<file path="src/sv/clock_command_frame_parser_assert.svh">
// Assertion macros shared by the clock command frame parser RTL.
// Depends on nothing; each macro expects signals named clock and reset in scope.
`ifndef CLOCK_COMMAND_FRAME_PARSER_ASSERT_SVH
`define CLOCK_COMMAND_FRAME_PARSER_ASSERT_SVH

// Consequent checked in the same cycle as the antecedent.
`define CCFP_ASSERT_NOW(label, ante, cons, msg) \
   label: assert property (@(posedge clock) disable iff (reset) (ante) |-> (cons)) \
      else $error(msg);

// Consequent checked in the cycle after the antecedent.
`define CCFP_ASSERT_NEXT(label, ante, cons, msg) \
   label: assert property (@(posedge clock) disable iff (reset) (ante) |=> (cons)) \
      else $error(msg);

`endif

</file>
<file path="src/sv/ccfp_pkg.sv">
// Types, codes and BCD helpers for the clock command frame parser.
// No dependencies.
package ccfp_pkg;

   localparam logic [7:0] TERMINATOR_BYTE = 8'hAA;

   // command bytes
   localparam logic [2:0] CMD_SET_TIME    = 3'd1;
   localparam logic [2:0] CMD_SET_ALARM   = 3'd2;
   localparam logic [2:0] CMD_ALARM_MEL   = 3'd3;
   localparam logic [2:0] CMD_ALARM_SW    = 3'd4;
   localparam logic [2:0] CMD_TEMPERATURE = 3'd5;
   localparam logic [2:0] CMD_SCREEN_SW   = 3'd6;
   localparam logic [2:0] CMD_SCREEN_OFF  = 3'd7;

   // event kinds
   localparam logic [2:0] EVT_SET_TIME    = 3'd0;
   localparam logic [2:0] EVT_SET_ALARM   = 3'd1;
   localparam logic [2:0] EVT_ALARM_SW    = 3'd2;
   localparam logic [2:0] EVT_SCREEN_SW   = 3'd3;
   localparam logic [2:0] EVT_SCREEN_OFF  = 3'd4;
   localparam logic [2:0] EVT_TEMPERATURE = 3'd5;

   // CSR indexes
   localparam logic [7:0] CSR_ALARM_SLOTS  = 8'd0;
   localparam logic [7:0] CSR_MELODY_SLOTS = 8'd1;

   localparam logic [7:0] NO_MELODY = 8'hFF;

   typedef struct packed {
      logic       enable_flag;
      logic [7:0] melody_choice;
      logic [7:0] alarm_slot;
      logic [5:0] second_value;
      logic [5:0] minute_value;
      logic [4:0] hour_value;
      logic       send_ack;
   } rsp_data_type;

   function automatic logic bcd_ok(input logic [7:0] v);
      return (v[3:0] <= 4'd9) && (v[7:4] <= 4'd9);
   endfunction

   // tens * 10 + ones, at most 99 for any 4-bit digits that pass bcd_ok
   function automatic logic [6:0] bcd_value(input logic [7:0] v);
      logic [6:0] tens;
      tens = {3'b000, v[7:4]};
      return (tens << 3) + (tens << 1) + {3'b000, v[3:0]};
   endfunction

endpackage

</file>
<file path="src/sv/clock_command_frame_parser.sv">
// Clock command frame parser: byte stream in, decoded command events out.
// Uses ccfp_pkg and the assertion macros in clock_command_frame_parser_assert.svh.
//
// Usage:
//   req_*  : one received serial byte per transaction (req_tdata[7:0]).
//   rsp_*  : one decoded event per valid frame; rsp_tuser carries the event kind,
//            rsp_tdata the decoded fields.
//   csr_*  : register writes (index 0 alarm slots, index 1 melody slots);
//            csr_ready is always high. Write only while no frame is in flight.
// A frame is a command byte 1..7, its payload and a 0xAA terminator. Frames that
// fail a range, BCD or terminator check are dropped without an event.
// The event appears on rsp_* in the cycle after the terminator byte is accepted.
// Throughput: one byte per cycle while not stalled; the whole decode sits between
// the frame state registers and the single response register.
// Stall: while an event waits unaccepted, req_tready stays low; it is high
// whenever the response register is empty or being drained in that cycle.
// Reset: the parser returns to waiting for a command byte, the response register
// empties, and the slot counts return to 4 alarms and 8 melodies.
`include "clock_command_frame_parser_assert.svh"

module clock_command_frame_parser
   import ccfp_pkg::*;
(
   input  logic        clock,
   input  logic        reset,
   input  logic        req_tvalid,
   output logic        req_tready,
   input  logic [7:0]  req_tdata,   // [7:0] rx_byte
   output logic        rsp_tvalid,
   input  logic        rsp_tready,
   output logic [39:0] rsp_tdata,   // [0] send_ack, [5:1] hour_value, [11:6] minute_value,
                                    // [17:12] second_value, [25:18] alarm_slot,
                                    // [33:26] melody_choice, [34] enable_flag, rest zero
   output logic [2:0]  rsp_tuser,   // [2:0] event_kind
   input  logic        csr_valid,
   output logic        csr_ready,
   input  logic [7:0]  csr_index,
   input  logic [7:0]  csr_data
);

   logic [7:0]   alarm_slots_ff, alarm_slots_in;
   logic [7:0]   melody_slots_ff, melody_slots_in;
   logic [2:0]   position_ff, position_in;
   logic [2:0]   command_ff, command_in;
   logic [7:0]   payload_ff [4];
   logic         rsp_valid_ff, rsp_valid_in;
   rsp_data_type rsp_data_ff, rsp_data_in;
   logic [2:0]   rsp_kind_ff, rsp_kind_in;

   logic         accept;
   logic         store;
   logic [1:0]   store_idx;
   logic [2:0]   payload_len;
   logic         emit;
   logic         is_term;
   logic         alarm_ok;
   logic         melody_ok;
   logic [6:0]   bcd0, bcd1, bcd2;
   rsp_data_type evt;
   logic [2:0]   evt_kind;

   assign csr_ready  = 1'b1;
   assign req_tready = !rsp_valid_ff || rsp_tready;
   assign accept     = req_tvalid && req_tready;
   assign rsp_tvalid = rsp_valid_ff;
   assign rsp_tdata  = {5'b00000, rsp_data_ff};
   assign rsp_tuser  = rsp_kind_ff;

   always_comb begin
      case (command_ff)
         CMD_SCREEN_SW: payload_len = 3'd1;
         CMD_ALARM_SW:  payload_len = 3'd2;
         CMD_ALARM_MEL: payload_len = 3'd4;
         default:       payload_len = 3'd3;
      endcase
   end

   assign is_term   = (req_tdata == TERMINATOR_BYTE);
   assign store_idx = position_ff[1:0] - 2'd1;
   assign alarm_ok  = (payload_ff[0] != 8'd0) && (payload_ff[0] <= alarm_slots_ff);
   assign melody_ok = (payload_ff[3] != 8'd0) && (payload_ff[3] <= melody_slots_ff);
   assign bcd0      = bcd_value(payload_ff[0]);
   assign bcd1      = bcd_value(payload_ff[1]);
   assign bcd2      = bcd_value(payload_ff[2]);

   // frame tracking and event decode for the byte on req_tdata
   always_comb begin
      position_in = position_ff;
      command_in  = command_ff;
      store       = 1'b0;
      emit        = 1'b0;
      evt         = '0;
      evt_kind    = EVT_SET_TIME;
      evt.send_ack = 1'b1;
      if (position_ff == 3'd0) begin
         if (req_tdata >= 8'd1 && req_tdata <= 8'd7) begin
            command_in  = req_tdata[2:0];
            position_in = 3'd1;
         end
      end else if (command_ff == CMD_TEMPERATURE || command_ff == CMD_SCREEN_OFF) begin
         position_in = 3'd0;
         emit        = is_term;
         if (command_ff == CMD_TEMPERATURE) begin
            evt_kind     = EVT_TEMPERATURE;
            evt.send_ack = 1'b0;
         end else begin
            evt_kind = EVT_SCREEN_OFF;
         end
      end else if (position_ff <= payload_len) begin
         store       = 1'b1;
         position_in = position_ff + 3'd1;
      end else begin
         position_in = 3'd0;
         case (command_ff)
            CMD_SET_TIME: begin
               evt_kind         = EVT_SET_TIME;
               evt.hour_value   = bcd0[4:0];
               evt.minute_value = bcd1[5:0];
               evt.second_value = bcd2[5:0];
               emit = is_term && bcd_ok(payload_ff[0]) && bcd_ok(payload_ff[1])
                      && bcd_ok(payload_ff[2]) && bcd0 < 7'd24 && bcd1 < 7'd60
                      && bcd2 < 7'd60;
            end
            CMD_SET_ALARM, CMD_ALARM_MEL: begin
               evt_kind          = EVT_SET_ALARM;
               evt.hour_value    = bcd1[4:0];
               evt.minute_value  = bcd2[5:0];
               evt.alarm_slot    = payload_ff[0] - 8'd1;
               evt.melody_choice = (command_ff == CMD_ALARM_MEL) ?
                                   payload_ff[3] - 8'd1 : NO_MELODY;
               emit = is_term && alarm_ok && bcd_ok(payload_ff[1])
                      && bcd_ok(payload_ff[2]) && bcd1 < 7'd24 && bcd2 < 7'd60
                      && (command_ff != CMD_ALARM_MEL || melody_ok);
            end
            CMD_ALARM_SW: begin
               evt_kind        = EVT_ALARM_SW;
               evt.alarm_slot  = payload_ff[0] - 8'd1;
               evt.enable_flag = payload_ff[1][0];
               emit = is_term && alarm_ok && (payload_ff[1][7:1] == 7'd0);
            end
            CMD_SCREEN_SW: begin
               evt_kind        = EVT_SCREEN_SW;
               evt.enable_flag = payload_ff[0][0];
               emit = is_term && (payload_ff[0][7:1] == 7'd0);
            end
            default: emit = 1'b0;
         endcase
      end
   end

   always_comb begin
      alarm_slots_in  = alarm_slots_ff;
      melody_slots_in = melody_slots_ff;
      if (csr_valid && csr_ready) begin
         case (csr_index)
            CSR_ALARM_SLOTS:  alarm_slots_in  = csr_data;
            CSR_MELODY_SLOTS: melody_slots_in = csr_data;
            default: ;
         endcase
      end
   end

   always_comb begin
      rsp_valid_in = rsp_valid_ff;
      rsp_data_in  = rsp_data_ff;
      rsp_kind_in  = rsp_kind_ff;
      if (accept) begin
         rsp_valid_in = emit;
         if (emit) begin
            rsp_data_in = evt;
            rsp_kind_in = evt_kind;
         end
      end else if (rsp_tready) begin
         rsp_valid_in = 1'b0;
      end
   end

   always_ff @(posedge clock) begin
      if (reset) begin
         alarm_slots_ff  <= 8'd4;
         melody_slots_ff <= 8'd8;
         position_ff     <= 3'd0;
         command_ff      <= 3'd0;
         rsp_valid_ff    <= 1'b0;
      end else begin
         alarm_slots_ff  <= alarm_slots_in;
         melody_slots_ff <= melody_slots_in;
         rsp_valid_ff    <= rsp_valid_in;
         if (accept) begin
            position_ff <= position_in;
            command_ff  <= command_in;
         end
      end
   end

   always_ff @(posedge clock) begin
      rsp_data_ff <= rsp_data_in;
      rsp_kind_ff <= rsp_kind_in;
      if (accept && store) begin
         payload_ff[store_idx] <= req_tdata;
      end
   end

   `CCFP_ASSERT_NOW(a_position_range, 1'b1, position_ff <= 3'd5,
      "frame position beyond last payload byte")
   `CCFP_ASSERT_NOW(a_event_after_term, $rose(rsp_valid_ff),
      $past(accept) && $past(req_tdata) == TERMINATOR_BYTE,
      "event produced without an accepted terminator")
   `CCFP_ASSERT_NEXT(a_junk_ignored,
      accept && position_ff == 3'd0 && (req_tdata == 8'd0 || req_tdata > 8'd7),
      position_ff == 3'd0, "non-command byte started a frame")
   `CCFP_ASSERT_NOW(a_ack_only_temp, rsp_valid_ff && !rsp_data_ff.send_ack,
      rsp_kind_ff == EVT_TEMPERATURE, "missing acknowledge on non-temperature event")

endmodule
</file>
<file path="config.mk">
export PLATFORM = sky130hd
export DESIGN_NAME = clock_command_frame_parser
export DESIGN_NICKNAME = d
export VERILOG_FILES = /design/src/sv/ccfp_pkg.sv /design/src/sv/clock_command_frame_parser.sv
export VERILOG_INCLUDE_DIRS = /design/src /design/src/sv
export SDC_FILE = /design/constraint.sdc
export NUM_CORES = 1
export LEC_CHECK = 0
export BUFFER_PORTS_ARGS = -buffer_cell sky130_fd_sc_hd__clkbuf_2
export CORE_MARGIN = 2
export CORE_UTILIZATION = 45
export CTS_CLUSTER_SIZE = 20
export DETAILED_ROUTE_END_ITERATION = 16
export GPL_TIMING_DRIVEN = 1
export PLACE_DENSITY = 0.7
export SLEW_MARGIN = 20
export SYNTH_ARGS = -nofsm -noshare
export SYNTH_HDL_FRONTEND = slang
export SYNTH_SLANG_ARGS = --single-unit
</file>
<file path="constraint.sdc">
create_clock -name clock -period 13 [get_ports clock]
set_input_delay 1.95 -clock clock [delete_from_list [all_inputs] [get_ports clock]]
set_output_delay 1.95 -clock clock [all_outputs]
set_load 0.03 [all_outputs]
</file>
# Word-level counts from Yosys, hierarchy flattened
# Memory sizes are Yosys's and may differ from the RTL's.
# Cells that the tools add are included.
totals:
  ram_bits: 32
  in_bits: 29
  output_inout_bits: 46
  mem_bits_ro: 0
  regBits: 61
  n_memories: 1
  word_cells: 123
  latch_bits: 0
classes:
  order_cmp: 15
  muxes: 24
  n_reduce_logical: 45
  add_sub_neg: 10
  div_mod_pow: 0
  bitwise: 4
  n_eq_ne: 11
  shifts: 0
  n_mul: 0
mem_list:
  columns: ["memory", "words", "width", "read_ports", "rd_clocked_by_memory_dff", "wr", "line_no", "text"]
  rows:
  - ["payload_ff", 4, 8, 4, 0, 1, "clock_command_frame_parser.sv:45", "logic [7:0] payload_ff [4];"]
ops:
  columns: ["cell", "count"]
  rows:
  - ["4-bit less-or-equal comparator (second input constant)", 6]
  - ["1-bit logical AND", 22]
  - ["11-bit case mux with 2 select lines", 1]
  - ["7-bit by 4-bit adder with 7-bit output", 3]
  - ["7-bit by 5-bit adder with 7-bit output", 3]
  - ["8-bit less-or-equal comparator", 2]
  - ["8-bit nonzero test", 2]
  - ["8-bit by 1-bit subtractor with 8-bit output (second input constant)", 2]
  - ["3-bit 2-to-1 mux", 5]
  - ["7-bit logical NOT", 2]
  - ["7-bit by 5-bit < comparator with 1-bit output (second input constant)", 2]
  - ["7-bit by 6-bit < comparator with 1-bit output (second input constant)", 2]
  - ["3-bit equality test (second input constant)", 4]
  - ["1-bit 2-to-1 mux", 12]
  - ["4-bit OR reduction", 3]
  - ["3-bit case mux with 3 select lines", 1]
  - ["8-bit by 1-bit equality test with 1-bit output (second input constant)", 1]
  - ["8-bit equality test (second input constant)", 1]
  - ["8-bit by 1-bit >= comparator with 1-bit output (second input constant)", 1]
  - ["8-bit by 3-bit less-or-equal comparator with 1-bit output (second input constant)", 1]
  - ["8-bit logical NOT", 1]
  - ["8-bit 2-to-1 mux", 1]
  - ["2-bit AND reduction", 4]
  - ["3-bit by 2-bit equality test with 1-bit output (second input constant)", 2]
  - ["18 further kinds", 25]

# Logic depth before layout (Yosys ltp)
# Gate-level depths: netlist (run 1).
# An unclocked memory read counts as a cell.
depth:
  word_depth: 14
  mapped_depth: 12

# Least setup slack after synthesis (run 1)
# Ideal clock, no wire load.
synth_timing:
  kind: "input-to-reg"
  from: "input req_tdata[0]"
  to: "register rsp_data_ff (netlist bit rsp_tdata[0]), enable pin"
  path_stages: 5
  setup_time_ps: 438
  slack_ps: 7718
  t_arrival_ps: 4845
  n_path_buf: 0
  cell_sequence: "nor4_1 nand2_1 or4_1 o311ai_1 nor2b_1"
synth_between:
  elab_chain_cells: 12
  elab_cells_between_ends: 20
  classes_between: "1 x eq/ne; 4 x mux; 15 x reduce/logical"
synth_rtl:
  columns: ["element", "line_no", "text"]
  rows:
  - ["start: declaration", "clock_command_frame_parser.sv:28", "input logic [7:0] req_tdata,"]
  - ["8-bit equality test (*)", "clock_command_frame_parser.sv:78", "assign is_term = (req_tdata == TERMINATOR_BYTE);"]
  - ["1-bit logical AND (on tied branches)", "clock_command_frame_parser.sv:131, clock_command_frame_parser.sv:139, clock_command_frame_parser.sv:120", null]
  - ["1-bit logical AND (on tied branches)", "clock_command_frame_parser.sv:131, clock_command_frame_parser.sv:120", null]
  - ["1-bit logical AND (on tied branches) (3 in a row)", "clock_command_frame_parser.sv:132, clock_command_frame_parser.sv:121", null]
  - ["1-bit logical AND (on tied branches)", "clock_command_frame_parser.sv:133, clock_command_frame_parser.sv:122", null]
  - ["1-bit case mux with 4 select lines", "clock_command_frame_parser.sv:114", "case (command_ff)"]
  - ["1-bit 2-to-1 mux", "clock_command_frame_parser.sv:109", "end else if (position_ff <= payload_len) begin"]
  - ["1-bit 2-to-1 mux (*)", "clock_command_frame_parser.sv:100", "end else if (command_ff == CMD_TEMPERATURE || command_ff == CMD_SCREEN_OFF) begin"]
  - ["1-bit 2-to-1 mux (*)", "clock_command_frame_parser.sv:95", "if (position_ff == 3'd0) begin"]
  - ["2-bit AND reduction (no source line) (*)", null, null]
  - ["end signal: assignment", "clock_command_frame_parser.sv:197", "rsp_data_ff <= rsp_data_in;"]
  - ["end: declaration", "clock_command_frame_parser.sv:47", "rsp_data_type rsp_data_ff, rsp_data_in;"]
# Every way passes the cells marked *; elsewhere a longest branch is shown, timed or not.
# A chain may end at the register's enable or synchronous reset.

# Worst setup path in the final report (run 1)
layout_timing:
  from: "register command_ff[1]"
  to: "register rsp_data_ff (netlist bit rsp_tdata[22]), enable pin"
layout_between:
  elab_chain_cells: 8
  elab_cells_between_ends: 19
  classes_between: "1 x order compare; 8 x eq/ne; 5 x mux; 5 x reduce/logical"
layout_rtl:
  columns: ["element", "line_no", "text"]
  rows:
  - ["start: declaration", "clock_command_frame_parser.sv:44", "logic [2:0] command_ff, command_in;"]
  - ["start signal: assignment", "clock_command_frame_parser.sv:191", "command_ff <= command_in;"]
  - ["branches (longest 5 deep; another with 3-bit less-or-equal comparator)", null, null]
  - ["1-bit 2-to-1 mux (*)", "clock_command_frame_parser.sv:100", null]
  - ["1-bit 2-to-1 mux (*)", "clock_command_frame_parser.sv:95", null]
  - ["2-bit AND reduction (no source line) (*)", null, null]
# Every way passes the cells marked *.

==> impl_metrics.ini, run 1 <==
[global_routing]
antenna_found_initial = 0
gr-total-overflow = 0
grtUsageTotal_pct = 19.9
grt_pass1_vias = 3568
grt_max_degree = 39
grt_first_pass_wirelength_um = 18000

[route]
dr.pass1.iters = 5
routedWlPerCell_um = 17.1
vias_per_cell = 5.52
drc = 0
drtIter0Drc = 250
final_antenna_net_count = 0
wl_um = 11300
via_count = 3655

[cells_and_area]
fin_cells = 662
diodes = 0
syn_to_final_growth_pct = 13.2
layout.nets = 602
drive_gt1_share_pct = 16.7

[cts]
ctsHoldBuffers = 0
htree_levels = 3
cts_made_buffers = 9
ctsResizeCount = 0
cts_setup_buffers = 0
clkLatencyLatePin_ps = 370
cts.clk_slew.worst_paths_ps = 90
root_buffer = clkbuf_8
cts_tree = yes
clock_sinks = 93
cts_buffer_depth = 2

[die]
rows = 38
initial_core_util_pct = 46.1
dieHeight_um = 109
coreArea_mm2 = 0.0108
boundaryPins = 75
die_area_mm2 = 0.0120
chipWidth_um = 109

[timing]
post-route-min-period_ps = 4700
fin_tns_setup_ps = 0
rsz0062_at_grt = no
slew_violations = 0
finalHoldViolCount = 0
worstMarginPinSlew_ps = 1080
slew_headroom_pct = 28.0
skew_ps = 11.3
finalWorstSetupSlack_ps = 8300
max_freq_mhz = 213
post-route-period-util_pct = 36.1
holdWs_ps = 485
setup_viol_count_final = 0

[synthesis]
synthCells = 446
synth-seq-cells = 93
synth_top_area_share_pct = 42.0
yosys_warnings = 0
synth_cell_types = 49
synth.avg_cell_area_um2 = 11.2
async_reset_ff_share_pct = 0
seq_area_frac_synth_pct = 51.2
synth_compound_area_share_pct = 9.18
synth_flop_cell = edfxtp_1
muxShareOfSynthArea_pct = 3.20
synth_area_leaders = edfxtp_1 (42%), ha_1 (13%), dfxtp_1 (9.2%)
synth_area_leader_cell = edfxtp_1
synth_area_mm2 = 0.00500
synth-edff-count = 70
synthSimpleGateAreaFrac_pct = 13.9
synthXorXnorAreaFrac_pct = 3.15
synth_top_family_by_area = adder cells
synth-adder-area-share_pct = 14.9

[place]
place.gp.congestion = 0.917
dp_hpwl_um = 8560
pre_cts_slack_ps = 8260
port_buffers = 68
dp_cells = 646

[setup_path]
required_ps = 12990
end_kind = register
cp_max_fo = 38
criticalPathCategory = reg -> reg
worstSetupStartpointType = register
arrival_ps = 4690

[power_and_ir_drop]
p_leak_nw = 2.41
ir_worst_vdd_mv = 0.0480
power_density_mw_per_mm2 = 91.6

[run_status]
outcome = finished clean

[hold_path]
holdCritPathClass = reg -> reg

[job]
maxCapViolCount = 0
cells in the mapped netlist, types with 4 or more instances:
cell type	count
edfxtp_1	70
ha_1	50
nor2_1	44
inv_1	38
a21oi_1	27
nand2_1	25
dfxtp_1	23
mux2i_1	16
o21ai_0	13
xnor2_1	11
nand3_1	8
nor3_1	8
nor4_1	8
clkbuf_1	7
nand4_1	7
xor2_1	7
a21o_1	6
a22o_1	6
and2_1	6
buf_4	6
fa_1	6
nor2b_1	6
nand2b_1	5
and3_1	4
cells by family after synthesis:
logic type / Yosys count
compound gates: 73
xor+xnor: 18
fa+ha+maj: 56
buf+inv: 51
flops: 93
mux: 16
other cells: 2
simple gates: 137
final cells by class:
| type | instances | area [um2] |
|---|---|---|
| flip-flops and latches | 93 | 2560 |
| well taps | 140 | 175 |
| clock buffers | 9 | 124 |
| repair buffers | 69 | 348 |
| fillers | 942 | 5180 |
| multi-input cells | 306 | 2250 |
| inverters | 38 | 143 |
| clock inverters | 7 | 62.6 |
power by group:
part	switching (mW)	leakage, nW	internal, mW	total (mW)
registers	0.000685	0.908	0.317	0.317
logic	0.00956	1.41	0.00466	0.0142
clock network	0.113	0.0936	0.0743	0.187
total	0.123	2.41	0.396	0.519
placed cells by master, fill, tap and decap left out, types with 7 or more instances in the layout:
cell type	count
edfxtp_1	70
clkbuf_2	68
ha_1	50
nor2_1	44
inv_1	38
a21oi_1	27
nand2_1	25
dfxtp_1	23
mux2i_1	16
o21ai_0	13
xnor2_1	11
clkbuf_8	9
nor4_1	8
nand3_1	8
nor3_1	8
nand4_1	7
xor2_1	7
through the flow:
stage	util [%]	area, um2	total power [mW]
after floorplan	-	5020	0.332
after global placement	50.5	5480	0.338
after detailed placement	50.5	5480	0.338
after CTS	52.2	5660	0.521
after global routing	52.2	5660	0.534
final	52.2	5660	0.519
state kept, by name, summed over array words and instances, names as in the netlist:
name and count:
alarm_slots_ff 8, command_ff 3, melody_slots_ff 8, payload_ff 32
position_ff 3, rsp_tdata 35, rsp_tuser 3, rsp_tvalid 1
routing by layer:
layer / global-route usage, % / wire (um) / vias to the layer above
met4: 7.96 / 238 / 0
met1: 25.8 / 4830 / 1766
met2: 33.4 / 5680 / 115
met3: 2.90 / 560 / 19
met5: 0 / 0 / -
li1: - / - / 1755
worst max-delay path: stages, from the launching register on:
cell	delay, ps
dfxtp_1	520
nor2b_1	360
and2_1	360
inv_1	110
ha_1	330
nand3b_1	80
a32o_2	280
or3b_4	410
or4_1	540
o311ai_1	370
nor2b_4	920
final timing paths:
path / startpoint / slack [ps] / to / cells after the start
max: command_ff[1]$_SDFFE_PP0P_ / 8300 / rsp_tdata[22]$_SDFFCE_PP0P_ / 10
min: melody_slots_ff[3]$_SDFFE_PP1P_ / 490 / melody_slots_ff[3]$_SDFFE_PP1P_ / 2
max reg2reg: command_ff[1]$_SDFFE_PP0P_ / 8300 / rsp_tdata[22]$_SDFFCE_PP0P_ / 10
min reg2reg: melody_slots_ff[3]$_SDFFE_PP1P_ / 490 / melody_slots_ff[3]$_SDFFE_PP1P_ / 2
Power figures use the tool's default switching activity.
==> run 2: changes to the inputs <==
==> constraint.sdc (replaced) <==
create_clock -name clock -period 4.7 [get_ports clock]
set_input_delay 0.705 -clock clock [delete_from_list [all_inputs] [get_ports clock]]
set_output_delay 0.705 -clock clock [all_outputs]
set_load 0.03 [all_outputs]
==> impl_metrics.ini, run 2 (synthesis gave the netlist of run 1 again) <==
[cts]
cts.clk_slew.worst_paths_ps = 100
clkLatencyLatePin_ps = 380
cts_setup_buffers = 0
cts_buffer_depth = 2
ctsResizeCount = 0
cts_made_buffers = 9
clock_sinks = 93
htree_levels = 3
ctsHoldBuffers = 0
cts_tree = yes
root_buffer = clkbuf_8

[timing]
skew_ps = 18.1
slew_headroom_pct = 39.3
worstMarginPinSlew_ps = 901
slew_violations = 0
post-route-period-util_pct = 90.8
setup_viol_count_final = 0
max_freq_mhz = 234
fin_tns_setup_ps = 0
rsz0062_at_grt = no
post-route-min-period_ps = 4270
finalHoldViolCount = 0

[setup_path]
criticalPathCategory = reg -> reg
reg2reg_slack_ps = 430
critPathCapture = rsp_tdata[12]$_SDFFCE_PP0P_
timing.rr.end = rsp_tdata[12]$_SDFFCE_PP0P_
worstSetupStartpointType = register
r2r_cells = 11
r2r-start = command_ff[1]$_SDFFE_PP0P_
required_ps = 4770
cp_max_fo = 30
arrival_ps = 4340
cp-startpoint = command_ff[1]$_SDFFE_PP0P_
end_kind = register

[cells_and_area]
drive_gt1_share_pct = 17.0
largest_reg_flops = 35
nFillCells = 978
layout.nets = 603
syn_to_final_growth_pct = 13.7
diodes = 0
final_cell_mix = edfxtp_1 (70), clkbuf_2 (68), ha_1 (50)
final_common_cell = edfxtp_1
final_core_util_pct = 52.4

[power_and_ir_drop]
clockPowerShare_pct = 35.8
power_density_mw_per_mm2 = 252
combPwrFrac_pct = 3.0
p_int_mw = 1.09
p_leak_nw = 2.42
switching_share_pct = 23.7
p_sw_uw = 340
ir_worst_vdd_mv = 0.136
seq_power_share_pct = 61.2

[global_routing]
gr-usage-met2_pct = 32.7
antenna_found_initial = 0
met1_usage_pct = 25.3
grtUsageTotal_pct = 19.5
grt_pass1_vias = 3545
grt_max_degree = 31
gr-total-overflow = 0
busiest_layer = met2
grtUsageMet3_pct = 4.33
grt_first_pass_wirelength_um = 17600

[place]
place.gp.congestion = 0.855
dp_hpwl_um = 8280
port_buffers = 68

[die]
rows = 38
chipWidth_um = 109
die_area_mm2 = 0.0120
dieHeight_um = 109
coreArea_mm2 = 0.0108
boundaryPins = 75
initial_core_util_pct = 46.1

[run_status]
outcome = finished clean

[job]
maxCapViolCount = 0

[route]
drtIter0Drc = 180
wl_um = 10900
vias_per_cell = 5.41
dr.pass1.iters = 4
final_antenna_net_count = 0
drc = 0
via_count = 3587
routedWlPerCell_um = 16.4

[hold_path]
holdCritPathClass = reg -> reg
-- run 2: cell count changes in the layout (fill, tap and decap cells not counted), sizes merged --
cell | previous run | this run
buf | 1 | 2
clkinv | 1 | 2
inv | 43 | 42
-- run 2: metal layers --
metal  up-vias  share of wire, %
li1       1749                 -
met1      1740                45
met2        85                49
met3        13               4.5
met4         0               1.5
met5         -                 0
-- run 2: critical path, stage by stage, from the launching register on --
cell and delay (ps):
dfxtp_1 530, nor2b_1 340, and2_1 350, inv_1 100, ha_1 320, a21oi_1 70, a32o_2 290, or3b_4 400
or4_1 520, o311ai_1 360, nor2b_4 420, buf_12 240
-- run 2: final cells by class --
type | count | area, um2 | share of cell area [%]
Sequential cell | 93 | 2560 | 45.1
Clock buffer | 9 | 124 | 2.18
Inverter | 38 | 143 | 2.51
Clock inverter | 7 | 65.1 | 1.14
Multi-Input combinational cell | 306 | 2250 | 39.5
Timing Repair Buffer | 70 | 368 | 6.47
Tap cell | 140 | 175 | 3.08
-- run 2: how the worst min path moves through the flow --
stage	start	endpoint	slack [ps]	cells after the start
after floorplan	melody_slots_ff[3]$_SDFFE_PP1P_	melody_slots_ff[3]$_SDFFE_PP1P_	440	2
after detailed placement	melody_slots_ff[3]$_SDFFE_PP1P_	melody_slots_ff[3]$_SDFFE_PP1P_	470	2
after CTS	melody_slots_ff[3]$_SDFFE_PP1P_	melody_slots_ff[3]$_SDFFE_PP1P_	500	2
after global routing	melody_slots_ff[3]$_SDFFE_PP1P_	melody_slots_ff[3]$_SDFFE_PP1P_	530	2
after global placement	melody_slots_ff[3]$_SDFFE_PP1P_	melody_slots_ff[3]$_SDFFE_PP1P_	470	2
final	melody_slots_ff[3]$_SDFFE_PP1P_	melody_slots_ff[3]$_SDFFE_PP1P_	500	2
-- run 2: power groups by stage --
stage          Clock (mW)  Sequential, mW  Combinational [mW]
2_1_floorplan           0           0.896              0.0216
3_3_place_gp            0           0.896              0.0418
3_5_place_dp            0           0.896              0.0429
4_1_cts             0.523           0.878              0.0432
5_1_grt             0.559           0.878              0.0467
6_report            0.514           0.878              0.0430
-- run 2: through the flow --
step | setup slack (ps) | instances | power [mW] | hold slack (ps) | instance area, um2
floorplan | 388 | 450 | 0.918 | 443 | 5020
global placement | 637 | 647 | 0.938 | 468 | 5500
detailed placement | 488 | 647 | 0.939 | 474 | 5500
CTS | 456 | 663 | 1.44 | 498 | 5680
global route | 194 | 663 | 1.48 | 528 | 5680
finish | 432 | 663 | 1.43 | 497 | 5680
==> run 3: changes to the inputs <==
--- a/config.mk
+++ b/config.mk
@@ -12,7 +12,8 @@
 export CTS_CLUSTER_SIZE = 20
 export DETAILED_ROUTE_END_ITERATION = 16
 export GPL_TIMING_DRIVEN = 1
-export PLACE_DENSITY = 0.7
+export PLACE_DENSITY_LB_ADDON = 0.2
+export REMOVE_ABC_BUFFERS = 1
 export SLEW_MARGIN = 20
 export SYNTH_ARGS = -nofsm -noshare
 export SYNTH_HDL_FRONTEND = slang
==> impl_metrics.ini, run 3 (synthesis gave the netlist of run 1 again) <==
[die]
rows = 38
die_area_mm2 = 0.0120
boundaryPins = 75
chipWidth_um = 109
initial_core_util_pct = 46.1
coreArea_mm2 = 0.0108
dieHeight_um = 109

[global_routing]
grtUsageTotal_pct = 19.8
grt_pass1_vias = 3499
grt_max_degree = 30
grt_first_pass_wirelength_um = 17800
antenna_found_initial = 0
gr-total-overflow = 0

[power_and_ir_drop]
combPwrFrac_pct = 2.7
p_sw_uw = 315
clockPowerShare_pct = 42.9
power_density_mw_per_mm2 = 280
p_leak_nw = 2.45
seq_power_share_pct = 54.5
switching_share_pct = 19.6
p_int_mw = 1.30
ir_worst_vdd_mv = 0.135

[cts]
cts.clk_slew.worst_paths_ps = 90
ctsHoldBuffers = 0
clkLatencyLatePin_ps = 380
cts_tree = yes
clock_sinks = 93
cts_buffer_depth = 2
cts_setup_buffers = 0
cts_made_buffers = 9
htree_levels = 3
ctsResizeCount = 0
root_buffer = clkbuf_8

[setup_path]
end_kind = register
worstSetupStartpointType = register
cp-startpoint = command_ff[1]$_SDFFE_PP0P_
cp_max_fo = 29
critPathCapture = rsp_tdata[13]$_SDFFCE_PP0P_
crit_path_max_incr_delay_ps = 540
r2r_cells = 11
cpMaxStageDelayCell = or4_1
timing.rr.end = rsp_tdata[13]$_SDFFCE_PP0P_
critical_path.cell_chain = nor2b_1, and2_1, inv_1, ha_1, nand3b_1, a32o_2, or3b_4, or4_1, o311ai_1, nor2b_4, buf_12
required_ps = 4770
r2r-start = command_ff[1]$_SDFFE_PP0P_
reg2reg_slack_ps = 310
criticalPathCategory = reg -> reg
arrival_ps = 4460

[route]
vias_per_cell = 5.37
drtIter0Drc = 221
drc = 0
dr.pass1.iters = 4
routedWlPerCell_um = 16.3
via_count = 3562
final_antenna_net_count = 0
wl_um = 10800

[place]
place.gp.congestion = 0.860
port_buffers = 68
dp_hpwl_um = 8300
dp_cells = 647

[cells_and_area]
largest_reg_flops = 35
drive_gt1_share_pct = 16.8
final_cell_mix = edfxtp_1 (70), clkbuf_2 (68), ha_1 (50)
diodes = 0
syn_to_final_growth_pct = 15.1
layout.nets = 603
final_core_util_pct = 53.1
fin_cells = 663
final_common_cell = edfxtp_1

[hold_path]
holdCritPathClass = reg -> reg

[timing]
worstMarginPinSlew_ps = 921
post-route-period-util_pct = 93.3
slew_violations = 0
finalHoldViolCount = 0
rsz0062_at_grt = no
max_freq_mhz = 228
skew_ps = 14.2
holdWs_ps = 501
slew_headroom_pct = 38.1
post-route-min-period_ps = 4390
setup_viol_count_final = 0

[run_status]
outcome = finished clean

[job]
maxCapViolCount = 0
[run 3: cell count changes in the layout (fill, tap and decap cells not counted), sizes merged]
cell,before,now
clkinv,2,0
inv,42,38
clkbuf,77,78
bufinv,0,4
clkinvlp,1,2
[run 3: how the worst min path moves through the flow]
stage | cells after the start | slack, ps | from | end
2_1_floorplan | 2 | 440 | melody_slots_ff[3]$_SDFFE_PP1P_ | melody_slots_ff[3]$_SDFFE_PP1P_
3_3_place_gp | 2 | 480 | alarm_slots_ff[6]$_SDFFE_PP0P_ | alarm_slots_ff[6]$_SDFFE_PP0P_
3_5_place_dp | 2 | 480 | alarm_slots_ff[3]$_SDFFE_PP0P_ | alarm_slots_ff[3]$_SDFFE_PP0P_
4_1_cts | 2 | 510 | alarm_slots_ff[3]$_SDFFE_PP0P_ | alarm_slots_ff[3]$_SDFFE_PP0P_
5_1_grt | 2 | 540 | melody_slots_ff[3]$_SDFFE_PP1P_ | melody_slots_ff[3]$_SDFFE_PP1P_
6_report | 2 | 500 | alarm_slots_ff[3]$_SDFFE_PP0P_ | alarm_slots_ff[3]$_SDFFE_PP0P_
[run 3: critical path: cells and delay by family (launching register included)]
family | cells | cell delay (ps)
fa+ha+maj | 1 | 330
compound gates | 2 | 700
simple gates | 6 | 2180
flops | 1 | 520
buf+inv | 2 | 340
[run 3: layout make-up]
class | instances | area [um2]
sequential | 93 | 2560
multi-input combinational | 306 | 2250
clock buffer | 10 | 128
fill | 1010 | 5080
tap | 140 | 175
inverter | 38 | 143
timing repair buffer | 70 | 368
clock inverter | 6 | 135
[run 3: routing by layer]
metal,up-vias,part of all wire [%],global-route usage (%)
met4,0,1.4,7.14
met5,-,0,0
met3,14,6.0,4.62
li1,1744,-,-
met2,101,46,30.9
met1,1703,46,27.0
[run 3: metrics by stage]
stage	power (mW)	TNS (ps)	worst slack [ps]	instance area [um2]
3_5_place_dp	0.939	0	363	5500
5_1_grt	1.66	0	64.4	5760
3_3_place_gp	0.939	0	628	5500
6_report	1.61	0	314	5760
2_1_floorplan	0.911	-14890	-392	4940
4_1_cts	1.63	0	334	5760
[run 3: power groups by stage]
stage	Combinational, mW	Clock (mW)	Sequential (mW)
finish	0.0432	0.690	0.877
global route	0.0471	0.736	0.878
CTS	0.0431	0.705	0.878
detailed placement	0.0428	0	0.896
global placement	0.0430	0	0.896
floorplan	0.0153	0	0.896
